===== src/design/msud_pkg.sv =====
// ----------------------------------------------------------------------------
// msud_pkg
// Shared types, codes, reset values and BCD step functions for the
// minute/second up/down timer.
// ----------------------------------------------------------------------------
package msud_pkg;

	// field widths
	localparam int PERIOD_W = 16;
	localparam int LED_W    = 8;
	localparam int CIDX_W   = 8;

	// request codes
	typedef enum logic [1:0] {
		REQ_TICK      = 2'd0,
		REQ_MODE      = 2'd1,
		REQ_COUNT_KEY = 2'd2,
		REQ_FLASH_KEY = 2'd3
	} req_t;

	// run modes
	typedef enum logic [1:0] {
		MODE_DOWN  = 2'd0,
		MODE_PAUSE = 2'd1,
		MODE_UP    = 2'd2,
		MODE_CLEAR = 2'd3
	} mode_t;

	// configuration register indexes
	localparam logic [CIDX_W-1:0] CFG_SECOND_PERIOD      = CIDX_W'(0);
	localparam logic [CIDX_W-1:0] CFG_SECOND_PERIOD_FAST = CIDX_W'(1);
	localparam logic [CIDX_W-1:0] CFG_FLASH_PERIOD       = CIDX_W'(2);
	localparam logic [CIDX_W-1:0] CFG_FLASH_PERIOD_FAST  = CIDX_W'(3);
	localparam logic [CIDX_W-1:0] CFG_FLASH_KEY_RELOAD   = CIDX_W'(4);
	localparam logic [CIDX_W-1:0] CFG_LED_PATTERN        = CIDX_W'(5);

	// reset values
	localparam logic [PERIOD_W-1:0] RST_SECOND_PERIOD      = PERIOD_W'(1000);
	localparam logic [PERIOD_W-1:0] RST_SECOND_PERIOD_FAST = PERIOD_W'(200);
	localparam logic [PERIOD_W-1:0] RST_FLASH_PERIOD       = PERIOD_W'(500);
	localparam logic [PERIOD_W-1:0] RST_FLASH_PERIOD_FAST  = PERIOD_W'(100);
	localparam logic [PERIOD_W-1:0] RST_FLASH_KEY_RELOAD   = PERIOD_W'(200);
	localparam logic [LED_W-1:0]    RST_LED_PATTERN        = LED_W'(4);
	localparam logic [LED_W-1:0]    LED_ALL_OFF            = 8'hFF;

	// configuration register set
	typedef struct packed {
		logic [PERIOD_W-1:0] second_period;
		logic [PERIOD_W-1:0] second_period_fast;
		logic [PERIOD_W-1:0] flash_period;
		logic [PERIOD_W-1:0] flash_period_fast;
		logic [PERIOD_W-1:0] flash_key_reload;
		logic [LED_W-1:0]    led_pattern;
	} cfg_regs_t;

	// mm:ss time as BCD digits
	typedef struct packed {
		logic [2:0] min_tens;
		logic [3:0] min_ones;
		logic [2:0] sec_tens;
		logic [3:0] sec_ones;
	} time_t;

	localparam time_t TIME_RESET = '{min_tens: 3'd5, min_ones: 4'd9,
		sec_tens: 3'd5, sec_ones: 4'd0};
	localparam time_t TIME_ZERO  = '{min_tens: 3'd0, min_ones: 4'd0,
		sec_tens: 3'd0, sec_ones: 4'd0};

	// result of one item
	typedef struct packed {
		time_t            tm;
		logic [LED_W-1:0] led_drive;
		mode_t            mode_now;
		logic             second_event;
	} result_t;

	// one second up, 59:59 wraps to 00:00
	function automatic time_t time_up(time_t t);
		time_t r;
		r = t;
		if (t.sec_ones != 4'd9) begin
			r.sec_ones = t.sec_ones + 4'd1;
		end else begin
			r.sec_ones = 4'd0;
			if (t.sec_tens != 3'd5) begin
				r.sec_tens = t.sec_tens + 3'd1;
			end else begin
				r.sec_tens = 3'd0;
				if (t.min_ones != 4'd9) begin
					r.min_ones = t.min_ones + 4'd1;
				end else begin
					r.min_ones = 4'd0;
					if (t.min_tens != 3'd5) begin
						r.min_tens = t.min_tens + 3'd1;
					end else begin
						r.min_tens = 3'd0;
					end
				end
			end
		end
		return r;
	endfunction

	// one second down, 00:00 wraps to 59:59
	function automatic time_t time_down(time_t t);
		time_t r;
		r = t;
		if (t.sec_ones != 4'd0) begin
			r.sec_ones = t.sec_ones - 4'd1;
		end else begin
			r.sec_ones = 4'd9;
			if (t.sec_tens != 3'd0) begin
				r.sec_tens = t.sec_tens - 3'd1;
			end else begin
				r.sec_tens = 3'd5;
				if (t.min_ones != 4'd0) begin
					r.min_ones = t.min_ones - 4'd1;
				end else begin
					r.min_ones = 4'd9;
					if (t.min_tens != 3'd0) begin
						r.min_tens = t.min_tens - 3'd1;
					end else begin
						r.min_tens = 3'd5;
					end
				end
			end
		end
		return r;
	endfunction

endpackage


===== src/design/msud_req_if.sv =====
// ----------------------------------------------------------------------------
// msud_req_if
// Request channel: one tick, mode command or key press per item.
// ----------------------------------------------------------------------------
interface msud_req_if;
	logic       valid;
	logic       ready;
	logic [1:0] req_type;
	logic       key_held;
	logic [1:0] mode_cmd;

	modport source (output valid, output req_type, output key_held, output mode_cmd,
		input ready);
	modport sink (input valid, input req_type, input key_held, input mode_cmd,
		output ready);
endinterface


===== src/design/msud_rsp_if.sv =====
// ----------------------------------------------------------------------------
// msud_rsp_if
// Result channel: time digits, LED byte, mode and second flag per item.
// ----------------------------------------------------------------------------
interface msud_rsp_if;
	logic       valid;
	logic       ready;
	logic [2:0] min_tens;
	logic [3:0] min_ones;
	logic [2:0] sec_tens;
	logic [3:0] sec_ones;
	logic [7:0] led_drive;
	logic [1:0] mode_now;
	logic       second_event;

	modport source (output valid, output min_tens, output min_ones, output sec_tens,
		output sec_ones, output led_drive, output mode_now, output second_event,
		input ready);
	modport sink (input valid, input min_tens, input min_ones, input sec_tens,
		input sec_ones, input led_drive, input mode_now, input second_event,
		output ready);
endinterface


===== src/design/msud_cfg_if.sv =====
// ----------------------------------------------------------------------------
// msud_cfg_if
// Configuration write channel: register index and write data.
// ----------------------------------------------------------------------------
interface msud_cfg_if;
	logic        valid;
	logic        ready;
	logic [7:0]  index;
	logic [15:0] data;

	modport source (output valid, output index, output data, input ready);
	modport sink (input valid, input index, input data, output ready);
endinterface


===== src/design/msud_cfg_regs.sv =====
// ----------------------------------------------------------------------------
// msud_cfg_regs
// Configuration register file; writes to unknown indexes are dropped.
// ----------------------------------------------------------------------------
module msud_cfg_regs (
	input  logic                clk,
	input  logic                arst_n,
	input  logic                wr_en,
	input  logic [7:0]          wr_index,
	input  logic [15:0]         wr_data,
	output msud_pkg::cfg_regs_t regs
);
	import msud_pkg::*;

	cfg_regs_t regs_q;

	// register write decode
	always_ff @(posedge clk or negedge arst_n) begin
		if (!arst_n) begin
			regs_q.second_period      <= RST_SECOND_PERIOD;
			regs_q.second_period_fast <= RST_SECOND_PERIOD_FAST;
			regs_q.flash_period       <= RST_FLASH_PERIOD;
			regs_q.flash_period_fast  <= RST_FLASH_PERIOD_FAST;
			regs_q.flash_key_reload   <= RST_FLASH_KEY_RELOAD;
			regs_q.led_pattern        <= RST_LED_PATTERN;
		end else if (wr_en) begin
			unique case (wr_index)
				CFG_SECOND_PERIOD:      regs_q.second_period      <= wr_data;
				CFG_SECOND_PERIOD_FAST: regs_q.second_period_fast <= wr_data;
				CFG_FLASH_PERIOD:       regs_q.flash_period       <= wr_data;
				CFG_FLASH_PERIOD_FAST:  regs_q.flash_period_fast  <= wr_data;
				CFG_FLASH_KEY_RELOAD:   regs_q.flash_key_reload   <= wr_data;
				CFG_LED_PATTERN:        regs_q.led_pattern        <= wr_data[LED_W-1:0];
				default: ;
			endcase
		end
	end

	assign regs = regs_q;
endmodule


===== src/design/msud_prescaler.sv =====
// ----------------------------------------------------------------------------
// msud_prescaler
// Tick-driven countdown: decrements unless paused, reloads and fires at zero,
// and can be reloaded directly by a key press.
// ----------------------------------------------------------------------------
module msud_prescaler #(
	parameter logic [15:0] RESET_COUNT = 16'd0
) (
	input  logic        clk,
	input  logic        arst_n,
	input  logic        tick,
	input  logic        pause,
	input  logic        held,
	input  logic [15:0] period,
	input  logic [15:0] period_fast,
	input  logic        load,
	input  logic [15:0] load_value,
	output logic        fire
);
	logic [15:0] count_q;
	logic [15:0] count_d;

	// next count and fire flag
	always_comb begin
		count_d = count_q;
		fire    = 1'b0;
		if (tick) begin
			if (count_q != 16'd0) begin
				if (!pause) begin
					count_d = count_q - 16'd1;
				end
			end else begin
				count_d = held ? period_fast : period;
				fire    = 1'b1;
			end
		end else if (load) begin
			count_d = load_value;
		end
	end

	always_ff @(posedge clk or negedge arst_n) begin
		if (!arst_n) begin
			count_q <= RESET_COUNT;
		end else begin
			count_q <= count_d;
		end
	end
endmodule


===== src/design/msud_core.sv =====
// ----------------------------------------------------------------------------
// msud_core
// Timer state: BCD time, run mode, flash phase and LED byte, plus the two
// prescalers. Updates on each stepped item and presents the state after it.
// ----------------------------------------------------------------------------
module msud_core (
	input  logic                clk,
	input  logic                arst_n,
	input  logic                step,
	input  logic [1:0]          req_type,
	input  logic                key_held,
	input  logic [1:0]          mode_cmd,
	input  msud_pkg::cfg_regs_t cfg,
	output msud_pkg::result_t   result
);
	import msud_pkg::*;

	time_t            time_q;
	time_t            time_d;
	mode_t            mode_q;
	mode_t            mode_d;
	logic             phase_q;
	logic             phase_d;
	logic [LED_W-1:0] led_q;
	logic [LED_W-1:0] led_d;
	logic             tick;
	logic             count_key;
	logic             flash_key;
	logic             pause;
	logic             sec_fire;
	logic             flash_fire;

	// request decode
	assign tick      = step && (req_t'(req_type) == REQ_TICK);
	assign count_key = step && (req_t'(req_type) == REQ_COUNT_KEY);
	assign flash_key = step && (req_t'(req_type) == REQ_FLASH_KEY);
	assign pause     = (mode_q == MODE_PAUSE);

	// second prescaler, reloaded fast by the count key
	msud_prescaler #(
		.RESET_COUNT (RST_SECOND_PERIOD)
	) u_sec_pre (
		.clk         (clk),
		.arst_n      (arst_n),
		.tick        (tick),
		.pause       (pause),
		.held        (key_held),
		.period      (cfg.second_period),
		.period_fast (cfg.second_period_fast),
		.load        (count_key),
		.load_value  (cfg.second_period_fast),
		.fire        (sec_fire)
	);

	// flash prescaler, reloaded by the flash key
	msud_prescaler #(
		.RESET_COUNT (RST_FLASH_PERIOD)
	) u_flash_pre (
		.clk         (clk),
		.arst_n      (arst_n),
		.tick        (tick),
		.pause       (pause),
		.held        (key_held),
		.period      (cfg.flash_period),
		.period_fast (cfg.flash_period_fast),
		.load        (flash_key),
		.load_value  (cfg.flash_key_reload),
		.fire        (flash_fire)
	);

	// time and mode update
	always_comb begin
		time_d = time_q;
		mode_d = mode_q;
		if (step) begin
			case (req_t'(req_type))
				REQ_TICK: begin
					if (sec_fire) begin
						case (mode_q)
							MODE_DOWN: time_d = time_down(time_q);
							MODE_CLEAR: begin
								time_d = TIME_ZERO;
								mode_d = MODE_UP;
							end
							default: time_d = time_up(time_q);
						endcase
					end
				end
				REQ_MODE:      mode_d = mode_t'(mode_cmd);
				REQ_COUNT_KEY: time_d = time_up(time_q);
				default: ;
			endcase
		end
	end

	// flash phase and led byte
	always_comb begin
		phase_d = phase_q;
		led_d   = led_q;
		if (tick && flash_fire) begin
			phase_d = ~phase_q;
			led_d   = (phase_d == 1'b0) ? ~cfg.led_pattern : LED_ALL_OFF;
		end
	end

	always_ff @(posedge clk or negedge arst_n) begin
		if (!arst_n) begin
			time_q  <= TIME_RESET;
			mode_q  <= MODE_UP;
			phase_q <= 1'b0;
			led_q   <= LED_ALL_OFF;
		end else begin
			time_q  <= time_d;
			mode_q  <= mode_d;
			phase_q <= phase_d;
			led_q   <= led_d;
		end
	end

	// result reflects the state after this item
	assign result.tm           = time_d;
	assign result.led_drive    = led_d;
	assign result.mode_now     = mode_d;
	assign result.second_event = tick && sec_fire;
endmodule


===== src/design/minute_second_up_down_timer.sv =====
// ----------------------------------------------------------------------------
// minute_second_up_down_timer
// mm:ss BCD up/down timer with a flashing active-low LED byte.
// ----------------------------------------------------------------------------
// One result item comes out for every request item, in order. An accepted
// item is held in the input register; when it advances, the timer state
// updates and the result register loads on the same edge. The whole state
// update is combinational logic between the two registers, so the block
// takes one item every clock while the result side keeps up; when the
// result register is full and not taken, the input register holds one more
// item and then ready drops. Configuration writes are always taken and should
// be issued only while no item is in flight. There is no clearing pass after
// reset.
module minute_second_up_down_timer (
	input  logic       clk,
	input  logic       arst_n,
	msud_req_if.sink   req,
	msud_rsp_if.source rsp,
	msud_cfg_if.sink   cfg
);
	import msud_pkg::*;

	logic       valid_s1;
	logic [1:0] req_type_s1;
	logic       key_held_s1;
	logic [1:0] mode_cmd_s1;
	logic       advance;
	logic       rsp_valid_q;
	result_t    rsp_q;
	result_t    core_result;
	cfg_regs_t  cfg_regs;

	// item moves on when the result register is free or being drained
	assign advance   = valid_s1 && (!rsp_valid_q || rsp.ready);
	assign req.ready = !valid_s1 || advance;
	assign cfg.ready = 1'b1;

	// configuration registers
	msud_cfg_regs u_cfg_regs (
		.clk      (clk),
		.arst_n   (arst_n),
		.wr_en    (cfg.valid),
		.wr_index (cfg.index),
		.wr_data  (cfg.data),
		.regs     (cfg_regs)
	);

	// input register control
	always_ff @(posedge clk or negedge arst_n) begin
		if (!arst_n) begin
			valid_s1 <= 1'b0;
		end else if (req.valid && req.ready) begin
			valid_s1 <= 1'b1;
		end else if (advance) begin
			valid_s1 <= 1'b0;
		end
	end

	// input register payload
	always_ff @(posedge clk) begin
		if (req.valid && req.ready) begin
			req_type_s1 <= req.req_type;
			key_held_s1 <= req.key_held;
			mode_cmd_s1 <= req.mode_cmd;
		end
	end

	// timer state and next-state logic
	msud_core u_core (
		.clk      (clk),
		.arst_n   (arst_n),
		.step     (advance),
		.req_type (req_type_s1),
		.key_held (key_held_s1),
		.mode_cmd (mode_cmd_s1),
		.cfg      (cfg_regs),
		.result   (core_result)
	);

	// result register control
	always_ff @(posedge clk or negedge arst_n) begin
		if (!arst_n) begin
			rsp_valid_q <= 1'b0;
		end else if (advance) begin
			rsp_valid_q <= 1'b1;
		end else if (rsp.ready) begin
			rsp_valid_q <= 1'b0;
		end
	end

	// result register payload
	always_ff @(posedge clk) begin
		if (advance) begin
			rsp_q <= core_result;
		end
	end

	assign rsp.valid        = rsp_valid_q;
	assign rsp.min_tens     = rsp_q.tm.min_tens;
	assign rsp.min_ones     = rsp_q.tm.min_ones;
	assign rsp.sec_tens     = rsp_q.tm.sec_tens;
	assign rsp.sec_ones     = rsp_q.tm.sec_ones;
	assign rsp.led_drive    = rsp_q.led_drive;
	assign rsp.mode_now     = rsp_q.mode_now;
	assign rsp.second_event = rsp_q.second_event;
endmodule

===== src/flat_wrapper.sv =====
// flat-port wrapper written by rule: the top's interface ports become plain ports
module minute_second_up_down_timer_flat import msud_pkg::*;
  (clk, arst_n, req_valid, req_req_type, req_key_held, req_mode_cmd, req_ready, rsp_valid, rsp_min_tens, rsp_min_ones, rsp_sec_tens, rsp_sec_ones, rsp_led_drive, rsp_mode_now, rsp_second_event, rsp_ready, cfg_valid, cfg_index, cfg_data, cfg_ready);
  msud_req_if req_i ();
  msud_rsp_if rsp_i ();
  msud_cfg_if cfg_i ();
  input  logic clk;
  input  logic arst_n;
  input wire logic [$bits(req_i.valid)-1:0] req_valid;
  input wire logic [$bits(req_i.req_type)-1:0] req_req_type;
  input wire logic [$bits(req_i.key_held)-1:0] req_key_held;
  input wire logic [$bits(req_i.mode_cmd)-1:0] req_mode_cmd;
  output wire logic [$bits(req_i.ready)-1:0] req_ready;
  output wire logic [$bits(rsp_i.valid)-1:0] rsp_valid;
  output wire logic [$bits(rsp_i.min_tens)-1:0] rsp_min_tens;
  output wire logic [$bits(rsp_i.min_ones)-1:0] rsp_min_ones;
  output wire logic [$bits(rsp_i.sec_tens)-1:0] rsp_sec_tens;
  output wire logic [$bits(rsp_i.sec_ones)-1:0] rsp_sec_ones;
  output wire logic [$bits(rsp_i.led_drive)-1:0] rsp_led_drive;
  output wire logic [$bits(rsp_i.mode_now)-1:0] rsp_mode_now;
  output wire logic [$bits(rsp_i.second_event)-1:0] rsp_second_event;
  input wire logic [$bits(rsp_i.ready)-1:0] rsp_ready;
  input wire logic [$bits(cfg_i.valid)-1:0] cfg_valid;
  input wire logic [$bits(cfg_i.index)-1:0] cfg_index;
  input wire logic [$bits(cfg_i.data)-1:0] cfg_data;
  output wire logic [$bits(cfg_i.ready)-1:0] cfg_ready;
  assign req_i.valid = req_valid;
  assign req_i.req_type = req_req_type;
  assign req_i.key_held = req_key_held;
  assign req_i.mode_cmd = req_mode_cmd;
  assign req_ready = req_i.ready;
  assign rsp_valid = rsp_i.valid;
  assign rsp_min_tens = rsp_i.min_tens;
  assign rsp_min_ones = rsp_i.min_ones;
  assign rsp_sec_tens = rsp_i.sec_tens;
  assign rsp_sec_ones = rsp_i.sec_ones;
  assign rsp_led_drive = rsp_i.led_drive;
  assign rsp_mode_now = rsp_i.mode_now;
  assign rsp_second_event = rsp_i.second_event;
  assign rsp_i.ready = rsp_ready;
  assign cfg_i.valid = cfg_valid;
  assign cfg_i.index = cfg_index;
  assign cfg_i.data = cfg_data;
  assign cfg_ready = cfg_i.ready;
  minute_second_up_down_timer u_core (.clk(clk), .arst_n(arst_n), .req(req_i), .rsp(rsp_i), .cfg(cfg_i));
endmodule

===== config.mk =====
export PLATFORM = sky130hd
export DESIGN_NAME = minute_second_up_down_timer_flat
export DESIGN_NICKNAME = d
export VERILOG_FILES = /design/src/design/msud_pkg.sv /design/src/design/msud_req_if.sv /design/src/design/msud_rsp_if.sv /design/src/design/msud_cfg_if.sv /design/src/design/msud_cfg_regs.sv /design/src/design/msud_prescaler.sv /design/src/design/msud_core.sv /design/src/design/minute_second_up_down_timer.sv /design/src/flat_wrapper.sv
export SDC_FILE = /design/constraint.sdc
export NUM_CORES = 1
export LEC_CHECK = 0
export ABC_CLOCK_PERIOD_IN_PS = 3250
export BUFFER_PORTS_ARGS = -buffer_cell sky130_fd_sc_hd__buf_2
export CAP_MARGIN = 40
export CORE_UTILIZATION = 55
export DETAILED_ROUTE_END_ITERATION = 6
export PLACE_DENSITY = 0.73
export REMOVE_ABC_BUFFERS = 1
export SETUP_SLACK_MARGIN = 0.2
export SKIP_LAST_GASP = 1
export SYNTH_ARGS = -nofsm -noshare
export SYNTH_HDL_FRONTEND = slang
export SYNTH_SLANG_ARGS = --single-unit

===== constraint.sdc =====
create_clock -name clk -period 3.25 [get_ports clk]
set_input_delay 0.325 -clock clk [delete_from_list [all_inputs] [get_ports clk]]
set_output_delay 0.325 -clock clk [all_outputs]
set_load 0.02 [all_outputs]

---- Word level (Yosys, flattened, before mapping) ----
Cells that the tools add are included.
word-level totals
  register bits after elaboration ......... 177
  input port bits ......................... 34
  output and inout bits ................... 28
  logic and storage cells ................. 129
cells by class
  add/sub/neg operators ................... 10
  eq/ne operators ......................... 16
  multiplexer cells ....................... 42
  bitwise gates (word level) .............. 2
  reductions and logical operators ........ 32
operators by type and width
  operator                                             count
  2-to-1 mux 16 bit                                    10
  one-hot mux 14 bit (2 select lines)                  2
  nonzero test 16 bit                                  2
  subtractor 16 x 1 -> 16 bit, second input constant   2
  2-to-1 mux 14 bit                                    2
  2-to-1 mux 10 bit                                    2
  2-to-1 mux 3 bit                                     6
  equality test 8 x 2 -> 1 bit, second input constant  2
  equality test 8 x 3 -> 1 bit, second input constant  2
  2-to-1 mux 4 bit                                     4
  2-to-1 mux 8 bit                                     2
  AND reduction 2 bit                                  8
  2-to-1 mux 7 bit                                     2
  inequality test 3 bit, second input constant         4
  adder 4 x 1 -> 4 bit, second input constant          2
  equality test 8 x 1 -> 1 bit, second input constant  1
  zero test 8 bit                                      1
  2-to-1 mux 1 bit                                     8
  inequality test 4 bit, second input constant         2
  NOT 8 bit                                            1
  nonzero test 2 bit                                   4
  nonzero test 4 bit                                   2
  subtractor 4 x 1 -> 4 bit, second input constant     2
  logical AND 1 bit                                    7
  other kinds (11)                                     22

---- Longest topological paths before layout ----
Gate-level depths: netlist (run 1).
  depth after elaboration ................. 9
  depth in mapped cells ................... 10

---- Cells and area by module ----
Synthesis (run 1) repeated with hierarchy kept, for this count alone.
unflattened totals
  cell total of the unflattened synthesis .. 851
  area total of the unflattened synthesis .. 9544.2 µm²
by module, submodules not included
  module                                       instances  cells an instance  area each (µm²)  sequential area each (µm²)
  msud_cfg_regs                                1          192                3362.0           2229.6
  msud_core                                    1          256                2089.5           644.4
  msud_prescaler at u_core.u_core.u_flash_pre  1          187                1569.0           407.9
  msud_prescaler at u_core.u_core.u_sec_pre    1          176                1507.7           407.9
  minute_second_up_down_timer                  1          40                 1016.0           950.9

---- Least setup slack after synthesis (run 1) ----
OpenSTA, ideal clock, no wires.
  path type ............................... register -> register
  start point ............................. register u_core.u_core.u_flash_pre.count_q[9]
  end point ............................... register u_core.rsp_q, in the netlist u_core.rsp.led_drive[0] (data pin)
  data arrival time ....................... 2.227 ns
  data required time ...................... 2.968 ns
  setup slack ............................. 0.742 ns
  stages on the path, launching flop included .. 10
  buffers on the path ..................... 4
  clock period less this slack ............ 2.508 ns
  cell sequence ........................... dfrtp_1 > or4_1 > buf_2 > or3_1 > buf_2 > or2_4 > buf_6 > nor2_8 > buf_8 > a31oi_1
RTL lines
  what                    RTL line                           text
  from (decl)             msud_prescaler.sv:20               logic [15:0] count_q;
  from (signal assigned)  msud_prescaler.sv:45               count_q <= count_d;
  to (signal assigned)    minute_second_up_down_timer.sv:94  rsp_q <= core_result;
  to (decl)               minute_second_up_down_timer.sv:29  result_t rsp_q;

---- Worst setup path after layout (run 1) ----
  start point ............................. register u_core.u_core.u_flash_pre.count_q[9]
  end point ............................... register u_core.u_core.u_flash_pre.count_q[9]
between the ends
  longest elaborated chain between the ends .. 4
RTL lines
  what                         RTL line              text
  subtractor 16 x 1 -> 16 bit  msud_prescaler.sv:30  count_d = count_q - 16'd1;
  2-to-1 mux 16 bit            msud_prescaler.sv:29  if (!pause) begin
  2-to-1 mux 16 bit            msud_prescaler.sv:28  if (count_q != 16'd0) begin
  2-to-1 mux 16 bit            msud_prescaler.sv:27  if (tick) begin
Parallel ways exist; a longest one is shown, timed or not. The select of a mux whose other input is x is not followed.
A chain may end at the register's enable or synchronous reset.

==> results.md, run 1 <==
* Worst Hold Class: primary input to flip-flop
* Layout net count at 922
* Clock slew at reported path FFs at about 0.07 ns
* Via density at roughly 6.2
* First-pass GRT wire length at approximately 35 mm
* WP data arrival at approximately 3.1 ns
* Commonest non-fill, non-tap cell in the layout: dfrtp_1
* Post-synthesis cell count at ~810
* Clock Tree Buf Depth at 2
* Top post-synthesis cells by area: dfrtp_1 (28%), dfstp_2 (15%), mux2_2 (11%), edfxtp_1 (10%), a21oi_1 (3.8%)
* HPWL after DPL at around 15 mm
* Final WL at about 21 mm
* Row cnt at 46
* TritonCTS buffer count at 17
* Min cycle time layout at 2.78 ns
* Min Hold Slack at roughly 0.07 ns
* Wire length per cell at between 15 and 20 um
* Leakage at 4.32 nW
* Crit share post-route at 0.857
* # IOs at 62
* Die Area at 16600 um2
* CTS sink cnt at roughly 180
* Crit start category: flip-flop
* Most frequent cells in the layout: dfrtp_1 (98), mux2_2 (90), a21oi_1 (68)
* Vias in the first global route at approximately 6900
* Worst r2r path cells at 7
* Fin Setup TNS at 0 ns
* Most used DFF post-synth: dfrtp_1
* VDD IR max at between 0.4 and 0.5 mV
* Hold Crit Depth at 1
* Hold Violations, Final at 0
* Sequential cell area fraction in the yosys report at 0.523
* Fill count at ~1300
* Synth unique cells at 73
* Number of synthesized register bits at 177
* WS Path Type: flip-flop to flip-flop
* H-tree levels at 4
* Placeable Area at around 16000 um2
* Unrepaired setup endpoints after global routing: false
* DR vias at 6832
* Total Power at about 6 mW
* Power Dens Cells at a little under 600 nW/um2
* Setup Viol. Count Final at 0
* 1st-iter DRT viols at 513
* Starting Density at 0.560
* Layout cells sized above 1 at 0.309
* Worst Tran Pin Value at between 0.8 and 0.9 ns
* Die X-Extent at between 100 and 150 um
* ANT nets after route at 0
* Gpl congestion at about 0.96
* # DRC at 0
* Syn Area/Cell at 10.9 um2
* Area grow syn2layout at 13.5%
* Final core occ at 0.636
* Largest net degree at the start of global routing at 61
* Die H at about 130 um
* Slew Viols, Final at 0
* Antenna Cells at 0
* Yosys top cell area share at 0.276
* Highest attainable clock frequency at 359 MHz
* Clk_lat worst skew at roughly 0.43 ns
* Required time worst endpoint at 3.56 ns
* Status: complete, no violations
* Max cap viols at 0
* Root Driver: clkbuf_16
* CTS tree: done
* Overflow left after global routing at 0
* CP max FO at 20
* Initial antenna violation count at 0
* 1st-pass router iterations at 6
* Kind of end point of the critical path: flip-flop
* Post-synth EDFFs at 30
* Tot GR Track Use at 0.274
* Flop2flop setup slack at 0.47 ns
* Mapped cell area at between 8000 and 9000 um2
* FFs w/ async S/R, synth at 0.831
* Leading area contributor after synthesis: dfrtp_1
* Max-Slew Margin vs Limit at 0.422
* Clock Skews at approximately 0.0064 ns
* Number of synthesis warnings at 0
* PortBufs at 60
power breakdown:
part	total [mW]	internal [mW]	switching, mW
sequential	2.80	2.56	0.242
clock	1.99	1.04	0.946
combinational	1.07	0.420	0.650
total	5.86	4.02	1.84
per-layer routing:
layer  vias to the layer above  wire, um  track usage
li1                       3149         -            -
met2                       248     10700        0.482
met1                      3382      8960        0.339
met3                        53      1080       0.0437
met4                         0       492        0.104
met5                         -         0            0
layout make-up:
| cell class | count | area (um2) | share of cell area |
|---|---|---|---|
| Tap cell | 216 | 270 | 0.0268 |
| Clock buffer | 18 | 439 | 0.0436 |
| Sequential cell | 177 | 4640 | 0.461 |
| Multi-Input combinational cell | 570 | 3960 | 0.394 |
| Inverter | 20 | 75.1 | 0.00746 |
| Timing Repair Buffer | 89 | 539 | 0.0536 |
| Clock inverter | 14 | 141 | 0.0140 |
stage by stage:
step	instances	instance area, um2	worst slack (ns)
after floorplan	767	8660	0.0870
after global placement	1071	9470	0.571
after detailed placement	1071	9470	0.469
after CTS	1104	10100	0.431
after global routing	1104	10100	0.302
final	1104	10100	0.465
cells in the mapped netlist (3+ instances only):
cell      count
dfrtp_1      98
mux2_2       90
a21oi_1      68
nor2_1       60
nand2_1      53
dfstp_2      49
o21ai_0      33
edfxtp_1     30
clkbuf_1     29
nor3_1       24
nand3_1      22
mux2i_1      20
or3_1        20
inv_1        19
a31oi_1      18
ha_1         13
o211ai_1     11
o22ai_1      10
buf_2         8
nor4_1        8
o31ai_1       8
a21o_1        7
a22oi_1       6
nor2b_1       6
a221oi_1      5
nand3b_1      5
and3_1        4
nand2b_1      4
nand4_1       4
nor3b_1       4
o221ai_1      4
xor2_1        4
a211oi_1      3
and2_1        3
buf_1         3
buf_4         3
nand4b_1      3
o22a_1        3
o32ai_1       3
or2_2         3
or4_1         3
path summary, 6_finish.rpt:
| kind | from | endpoint |
|---|---|---|
| worst max-delay path | u_core.u_core.u_flash_pre.count_q[9]$_DFFE_PN0P_ | u_core.u_core.u_flash_pre.count_q[9]$_DFFE_PN0P_ |
| worst min-delay path | req_req_type[1] | u_core.req_type_s1[1]$_DFFE_PP_ |
| worst max register to register | u_core.u_core.u_flash_pre.count_q[9]$_DFFE_PN0P_ | u_core.u_core.u_flash_pre.count_q[9]$_DFFE_PN0P_ |
| worst min register to register | u_core.u_cfg_regs.regs[0]$_DFFE_PN0P_ | u_core.u_core.led_q[0]$_DFF_PN1_ |
| max in group asynchronous | arst_n | u_core.u_core.u_sec_pre.count_q[5]$_DFFE_PN1P_ |
| min in group asynchronous | arst_n | u_core.u_core.time_q[8]$_DFF_PN0_ |
registers in the layout, summed over array words and instances (netlist names), 3 cells and up:
register	count
u_core.rsp.led_drive	8
u_core.rsp.min_ones	4
u_core.rsp.min_tens	3
u_core.rsp.sec_ones	4
u_core.rsp.sec_tens	3
u_core.u_cfg_regs.regs	88
u_core.u_core.led_q	8
u_core.u_core.time_q	14
u_core.u_core.u_flash_pre.count_q	16
u_core.u_core.u_sec_pre.count_q	16
cells by family after synthesis:
group	synth area share
flops	0.523
xor+xnor	0.00592
compound gates	0.148
fa+ha+maj	0.0183
mux	0.137
simple gates	0.135
other cells	0.000423
buf+inv	0.0320
repair_timing:
action | in CTS | in global routing
gates resized for setup | 0 | 2
setup endpoints to repair | 0 | 8
endpoints found under the hold margin | 37 | 0
hold buffers | 1 | 0
buffers inserted | 0 | 0
critical path, stage by stage, from the launching register on:
cell	delay [ns]
dfrtp_1	0.39
or4_1	0.62
or3_1	0.49
or2_4	0.38
a31oi_4	0.38
buf_12	0.20
o22a_1	0.13
o21ai_1	0.06
No activity file was read; power rests on OpenSTA's default activity.
==> inputs of run 2 (changes only) <==
--- a/config.mk
+++ b/config.mk
@@ -11,7 +11,6 @@
 export CORE_UTILIZATION = 55
 export DETAILED_ROUTE_END_ITERATION = 6
 export PLACE_DENSITY = 0.73
-export REMOVE_ABC_BUFFERS = 1
 export SETUP_SLACK_MARGIN = 0.2
 export SKIP_LAST_GASP = 1
 export SYNTH_ARGS = -nofsm -noshare
==> run 2 against run 1 <==
Power increased by 2.0%. Sequential power about the same. Critical path depth unchanged. Count of clock-buffer cells in the layout unchanged. Die area did not move. Setup slack worse by 0.089 ns. Wire length rose by 3.1%. Sequential cell count stayed put. Register-to-register slack lost 0.09 ns. Combinational power about the same. Cell count rose by 0.36%. Worst hold slack got worse by 0.0034 ns. Largest power group unchanged.
==> results.md, run 2 (synthesis results as in run 1) <==
* CTS sink cnt at 177
* Highest attainable clock frequency at between 300 and 400 MHz
* ANT nets after route at 0
* H-tree levels at 4
* DR vias at about 6900
* Max-Slew Margin vs Limit at 0.427
* Min cycle time layout at 2.87 ns
* Vias in the first global route at a little over 7000
* Via density at roughly 6.3
* PortBufs at 60
* Flop2flop setup slack at 0.38 ns
* Worst Tran Pin Value at between 0.8 and 0.9 ns
* Max FFs per register at 88
* Worst r2r path cells at 7
* Clock Tree Buf Depth at 2
* Final Cell Area at between 10000 and 15000 um2
* Leakage at about 4.4 nW
* Dpl cell area at about 9500 um2
* Hold Violations, Final at 0
* 1st-iter DRT viols at ~530
* VDD IR max at around 0.41 mV
* Fin Setup TNS at 0 ns
* Status: complete, no violations
* Starting Density at 0.560
* WS Path Type: flip-flop to flip-flop
* Cells after DPL at around 1100
* Largest net degree at the start of global routing at between 90 and 100
* Area grow syn2layout at 14.4%
* TritonCTS buffer count at 17
* Worst Hold Class: primary input to flip-flop
* # DRC at 0
* CTS tree: done
* Crit start category: flip-flop
* Post-route insts no fill at between 1000 and 1500
* First-pass GRT wire length at 35.5 mm
* Overflow left after global routing at 0
* Setup Viol. Count Final at 0
* Unrepaired setup endpoints after global routing: false
* Die X-Extent at about 130 um
* Die Area at between 15000 and 20000 um2
* Gpl congestion at approximately 0.94
* Kind of end point of the critical path: flip-flop
* Clock slew at reported path FFs at 0.07 ns
* Layout net count at just over 900
* WP data arrival at 3.22 ns
* Commonest non-fill, non-tap cell in the layout: dfrtp_1
* Wire length per cell at around 20 um
* Clock Skews at approximately 0.0076 ns
* CP max FO at 12
* Tot GR Track Use at 0.279
* Most frequent cells in the layout: dfrtp_1 (98), mux2_2 (90), a21oi_1 (68)
* Clk_lat worst skew at approximately 0.44 ns
* Die H at 129 um
* Placeable Area at between 15000 and 20000 um2
* Layout cells sized above 1 at 0.309
* Power Dens Cells at ~590 nW/um2
* Crit share post-route at 0.884
* 1st-pass router iterations at 5
* Initial antenna violation count at 0
* # IOs at 62
* Max cap viols at 0
* Final WL at 21.9 mm
* Antenna Cells at 0
* Required time worst endpoint at about 3.6 ns
* Row cnt at 46
* Net count after synthesis at ~860
* Hold Crit Depth at 1
* Root Driver: clkbuf_16
* Slew Viols, Final at 0
* HPWL after DPL at around 15 mm
## run 2: changes by cell type in the layout (fill, tap and decap cells not counted), moves of 2 or more
cell,delta
bufinv_16,+3
clkinv_2,+3
inv_6,-3
inv_8,-3
buf_8,+2
clkinv_8,-2
## run 2: report_power, final
group / total [mW] / switching, mW / internal (mW)
Sequential: 2.81 / 0.245 / 2.56
Combinational: 1.09 / 0.665 / 0.428
Clock: 2.08 / 0.871 / 1.21
## run 2: final cells by class
type / instances / area [um2]
fill: 1251 / 5680
tap: 216 / 270
clock inverter: 14 / 165
clock buffer: 18 / 429
multi-input combinational: 571 / 3980
sequential: 177 / 4640
timing repair buffer: 92 / 584
inverter: 20 / 75.1
## run 2: worst paths after layout
path | startpoint | end
max | u_core.u_core.u_flash_pre.count_q[9]$_DFFE_PN0P_ | u_core.u_core.u_flash_pre.count_q[4]$_DFFE_PN1P_
min | req_mode_cmd[0] | u_core.mode_cmd_s1[0]$_DFFE_PP_
max reg2reg | u_core.u_core.u_flash_pre.count_q[9]$_DFFE_PN0P_ | u_core.u_core.u_flash_pre.count_q[4]$_DFFE_PN1P_
min reg2reg | u_core.u_cfg_regs.regs[6]$_DFFE_PN0P_ | u_core.u_core.led_q[6]$_DFF_PN1_
max in group asynchronous | arst_n | u_core.u_core.u_flash_pre.count_q[5]$_DFFE_PN1P_
min in group asynchronous | arst_n | u_core.u_core.time_q[12]$_DFF_PN0_
## run 2: metrics by stage
step | setup slack [ns] | power [mW] | util | hold slack [ns]
after floorplan | 0.742 | 3.52 | - | 0.0294
after global placement | 0.386 | 3.84 | 0.597 | 0.425
after detailed placement | 0.269 | 3.90 | 0.601 | 0.384
after CTS | 0.229 | 5.98 | 0.639 | 0.0548
after global routing | 0.268 | 6.23 | 0.641 | 0.0628
final | 0.376 | 5.98 | 0.641 | 0.0666
## run 2: timing repair
item,in CTS,in global routing
gates resized for setup,0,1
endpoints found under the hold margin,66,0
hold buffers,1,0
buffers inserted,0,1
endpoints found under the setup margin,0,11
## run 2: layer usage
metal,wire length [um],global-route usage
met1,8830,0.333
met2,11300,0.489
met3,1210,0.0516
met4,518,0.131
met5,0,0
## run 2: worst max-delay path: stages, from the launching register on
cell	delay [ns]
dfrtp_1	0.39
or4_1	0.63
or3_1	0.49
or2_4	0.38
a31oi_4	0.44
buf_4	0.23
nor2_1	0.04
a31oi_1	0.18
